$ cat config.mk
export PLATFORM = sky130hd
export DESIGN_NAME = kmp_cell
export DESIGN_NICKNAME = d
export VERILOG_FILES = /design/src/kmp_pkg.sv /design/src/kmp_cell.sv
export SDC_FILE = /design/constraint.sdc
export NUM_CORES = 1
export LEC_CHECK = 0
export BUFFER_PORTS_ARGS = -buffer_cell sky130_fd_sc_hd__buf_4
export CAP_MARGIN = 5
export CORE_MARGIN = 8
export CORE_UTILIZATION = 50
export DETAILED_ROUTE_END_ITERATION = 16
export GPL_TIMING_DRIVEN = 1
export PLACE_DENSITY = 0.7
export SETUP_SLACK_MARGIN = 0.5
export SYNTH_ARGS = -nofsm -noshare
export SYNTH_HDL_FRONTEND = slang
export SYNTH_SLANG_ARGS = --single-unit
$ cat constraint.sdc
create_clock -name clock -period 13.25 [get_ports clock]
set_input_delay 1.325 -clock clock [delete_from_list [all_inputs] [get_ports clock]]
set_output_delay 1.325 -clock clock [all_outputs]
set_load 0.05 [all_outputs]
$ cat src/kmp_pkg.sv
// Shared types and constants for the k-transaction max-profit block.
package kmp_pkg;

   localparam int PriceW  = 16;
   localparam int ProfitW = 32;
   localparam int BuyW    = 34;
   localparam int LimitW  = 5;

   localparam logic [LimitW-1:0]         LIMIT_RESET = 5'd2;
   localparam logic signed [BuyW-1:0]    BUY_NONE    = {1'b1, {(BuyW-1){1'b0}}};
   localparam logic signed [BuyW-1:0]    SELL_MAX    = {2'b00, {ProfitW{1'b1}}};

   typedef struct packed {
      logic [PriceW-1:0] price;
      logic              last_day;
   } req_type;

   typedef struct packed {
      logic [ProfitW-1:0] best_profit;
      logic               series_end;
   } rsp_type;

   // One price sample moving down the chain, with the sell profit of the
   // cell it just left.
   typedef struct packed {
      logic               valid;
      logic               last_day;
      logic [PriceW-1:0]  price;
      logic [ProfitW-1:0] sell;
   } tok_type;

endpackage

$ cat src/kmp_cell.sv
// One transaction cell: best buy and sell profit for one transaction count.
module kmp_cell #(
   parameter int CELL_INDEX = 1
) (
   input  logic                          clock,
   input  logic                          reset,
   input  logic                          advance,
   input  logic [kmp_pkg::LimitW-1:0]    limit,
   input  kmp_pkg::tok_type              up_tok,
   output kmp_pkg::tok_type              down_tok
);

   logic signed [kmp_pkg::BuyW-1:0] buy_ff, buy_in;
   logic [kmp_pkg::ProfitW-1:0]     sell_ff, sell_in;
   kmp_pkg::tok_type                tok_ff, tok_in;

   logic                            active;
   logic signed [kmp_pkg::BuyW-1:0] price_ext, cand_buy, new_buy;
   logic signed [kmp_pkg::BuyW-1:0] cand_sell, cand_sat, sell_ext;
   logic [kmp_pkg::ProfitW-1:0]     new_sell;

   assign active = int'(limit) >= CELL_INDEX;

   always_comb begin
      price_ext = signed'({18'b0, up_tok.price});
      sell_ext  = signed'({2'b0, sell_ff});
      cand_buy  = signed'({2'b0, up_tok.sell}) - price_ext;
      new_buy   = (cand_buy > buy_ff) ? cand_buy : buy_ff;
      cand_sell = new_buy + price_ext;
      cand_sat  = (cand_sell > kmp_pkg::SELL_MAX) ? kmp_pkg::SELL_MAX : cand_sell;
      new_sell  = (cand_sat > sell_ext) ? cand_sat[kmp_pkg::ProfitW-1:0] : sell_ff;

      buy_in  = buy_ff;
      sell_in = sell_ff;
      tok_in  = tok_ff;
      if (advance) begin
         tok_in = up_tok;
         if (active) begin
            tok_in.sell = new_sell;
         end
         if (up_tok.valid) begin
            // last sample of a series leaves the cell empty behind it
            if (up_tok.last_day) begin
               buy_in  = kmp_pkg::BUY_NONE;
               sell_in = '0;
            end else if (active) begin
               buy_in  = new_buy;
               sell_in = new_sell;
            end
         end
      end
   end

   always_ff @(posedge clock) begin
      if (reset) begin
         buy_ff       <= kmp_pkg::BUY_NONE;
         sell_ff      <= '0;
         tok_ff.valid <= 1'b0;
      end else begin
         buy_ff       <= buy_in;
         sell_ff      <= sell_in;
         tok_ff.valid <= tok_in.valid;
      end
      tok_ff.last_day <= tok_in.last_day;
      tok_ff.price    <= tok_in.price;
      tok_ff.sell     <= tok_in.sell;
   end

   assign down_tok = tok_ff;

endmodule

==> flow_summary.ini <==
[drt]
drtIter0Drc = 1004
num_vias = 8769
viasPerCell = 6.167
drc_errors = 0
finalWirelength_mm = 29.39
first_pass_iters = 6
wl_per_cell_um = 20.67
ant_nets = 0

[critical_path]
arrival_ps = 12230
crit_type = in -> reg
cp_slowest_stage_delay_ps = 520
reg2reg_depth = 34
r2r_start = buy_ff[33]$_SDFFE_PP1P_
start_kind = input port
reg2reg_slack_ps = 3960
crit_path_max_fanout = 50
worstReg2RegEnd = sell_ff[3]$_SDFFE_PP0P_
crit_slowest_cell = or3_1
critPathRequiredTime_ps = 13610
endpoint_kind = flip-flop

[min_path]
worstHoldStart = sell_ff[31]$_SDFFE_PP0P_
hold_depth = 1
hp-class = reg -> reg
min_to = sell_ff[31]$_SDFFE_PP0P_

[floorplan]
start_util = 0.5121
row_count = 49
floorplan.die_area_sq_um = 23130
die_y_um = 152.1
die_x_um = 152.1
core_area_sq_um = 18090
io-pin-count = 108

[grt]
overflow = 0
grt_pass1_wl_mm = 45.95
grt.total_usage = 0.2502
antenna_found_initial = 1
grt_pass1_vias = 8196
grt_max_degree = 51

[yosys]
yosysMostFrequentCell = nand2_1
synth.avg_cell_area_sq_um = 8.466
synth_edf_count = 49
ys.flop_type = dfxtp_1
ys_ff_latch = 116
synth_common_cells = nand2_1 (101), ha_1 (98), inv_1 (96)
synth_nets = 1252
ys_warn_count = 0
syn_inst = 1094
yosysTopAreaCellShare = 0.1589
netlist_area_sq_um = 9261
ys_async_sr_fraction = 0
synth_top_area_cell = edfxtp_1
seq_area_frac_synth = 0.3037
yosysUniqueCellTypes = 78
synthTopCellsByArea = edfxtp_1 (16%), dfxtp_1 (14%), ha_1 (13%), nand2_1 (4.1%), inv_1 (3.9%)

[clock_tree]
htree_levels = 4
post_cts_buffers = 0
clockBufferDepth = 2
cts_root_buffer = clkbuf_16
cts.sinks = 116
cts_buffers = 17
cts_tree = built
holdBufCountCts = 0
clk_pin_slew_worst_paths_ps = 60
post_cts_resized = 0
clock_latency_ps = 430

[cells_and_area]
layout.nets = 1337
final_cells = 1422
drive_above_1_share = 0.1502
stdcell_area_sq_um = 10870
areaGrowthSynthToFinish_pct = 17.32

[timing]
fin_crit_sh = 0.8952
fin_worst_skew_ps = 12.15
fin_crit_ps = 11860
finalSetupTns_ps = 0
worst_pin_slew_ps = 1009
rsz0062_at_grt = false
slew_viol_final = 0
setup_viol = 0
finalHoldViolCount = 0
fmax_mhz = 84.30
slew_headroom = 0.3225

[power_and_ir_drop]
ir_drop_uv = 103.0
powerDensity_nw_per_um2 = 148.0
p_leak_nw = 4.499

[run]
maxCapViolations = 0

[placed_design]
gp_congestion = 0.9700
port-buffer-count = 107
dp.cells = 1389
hpwlAfterDp_mm = 22.89
dpl_cell_area_sq_um = 10190

[outcome]
status = finished, final reports clean
-- how the worst max path moves through the flow --
stage / depth (start not counted) / from / to
3_5_place_dp: 44 / up_tok[0] / down_tok[1]$_DFFE_PP_
3_3_place_gp: 44 / up_tok[0] / sell_ff[8]$_SDFFE_PP0P_
2_1_floorplan: 49 / up_tok[43] / down_tok[25]$_DFFE_PP_
5_1_grt: 42 / up_tok[38] / sell_ff[2]$_SDFFE_PP0P_
4_1_cts: 45 / up_tok[0] / down_tok[1]$_DFFE_PP_
6_report: 43 / up_tok[0] / sell_ff[3]$_SDFFE_PP0P_
-- area by class of cell --
| type | count | area (sq um) |
|---|---|---|
| diodes | 1 | 2.502 |
| clock buffers | 19 | 454.2 |
| clock inverters | 13 | 220.2 |
| fillers | 1563 | 7221 |
| inverters | 96 | 360.3 |
| multi-input cells | 826 | 5813 |
| flip-flops and latches | 116 | 2813 |
| well taps | 229 | 286.5 |
| repair buffers | 122 | 915.9 |
-- critical path, delay by kind of cell --
| family | cells | cell delay (ps) |
|---|---|---|
| compound gates | 14 | 3590 |
| buf+inv | 6 | 1440 |
| simple gates | 17 | 4300 |
| xor+xnor | 1 | 210 |
| fa+ha+maj | 5 | 1320 |
-- stage by stage --
stage	power (mW)	utilization	hold WS (ps)	worst slack, ps
6_report	1.608	0.6008	472.8	1388
5_1_grt	1.690	0.6008	492.1	601.0
4_1_cts	1.602	0.6006	468.9	1600
3_5_place_dp	1.062	0.5633	454.0	1184
3_3_place_gp	1.056	0.5633	447.9	1427
2_1_floorplan	0.8888	-	432.3	1593
-- layer usage --
layer	part of all wire	GRT usage	vias up
li1	-	-	4233
met1	0.45	0.3417	4072
met2	0.43	0.3778	430
met3	0.10	0.06211	34
met4	0.018	0.08520	0
met5	0	0	-
-- state kept, by name, indices dropped and copies added (netlist names) --
name and flops:
down_tok 50, sell_ff 32, buy_ff 34
-- logic make-up after synthesis --
| logic type | after synthesis | synth area share |
|---|---|---|
| adders and majority gates | 100 | 0.1367 |
| and+or+nand+nor | 344 | 0.1831 |
| buffers and inverters | 152 | 0.06998 |
| xor gates and xnor gates | 53 | 0.05174 |
| DFF | 116 | 0.3037 |
| muxes | 8 | 0.008647 |
| AOI/OAI and AO/OA | 321 | 0.2462 |
-- power by group --
group	internal [mW]	switching (mW)
clock	0.348	0.189
sequential	0.413	0.0118
combinational	0.236	0.410
-- cells in the final DEF (no fill, tap or decap), drive strengths merged, types with 10 or more instances in the layout --
cell type,count
buf,122
nand2,102
ha,98
inv,98
nor2,76
dfxtp,67
a21oi,62
o21ai,57
nand3,50
edfxtp,49
a22o,31
a22oi,31
a21o,30
xnor2,30
nor3,26
xor2,23
nand4,21
clkbuf,19
o311ai,19
o21a,12
o211ai,10
nand2b,10
nor4,10
Note: power is estimated with default switching activity, not from simulation.
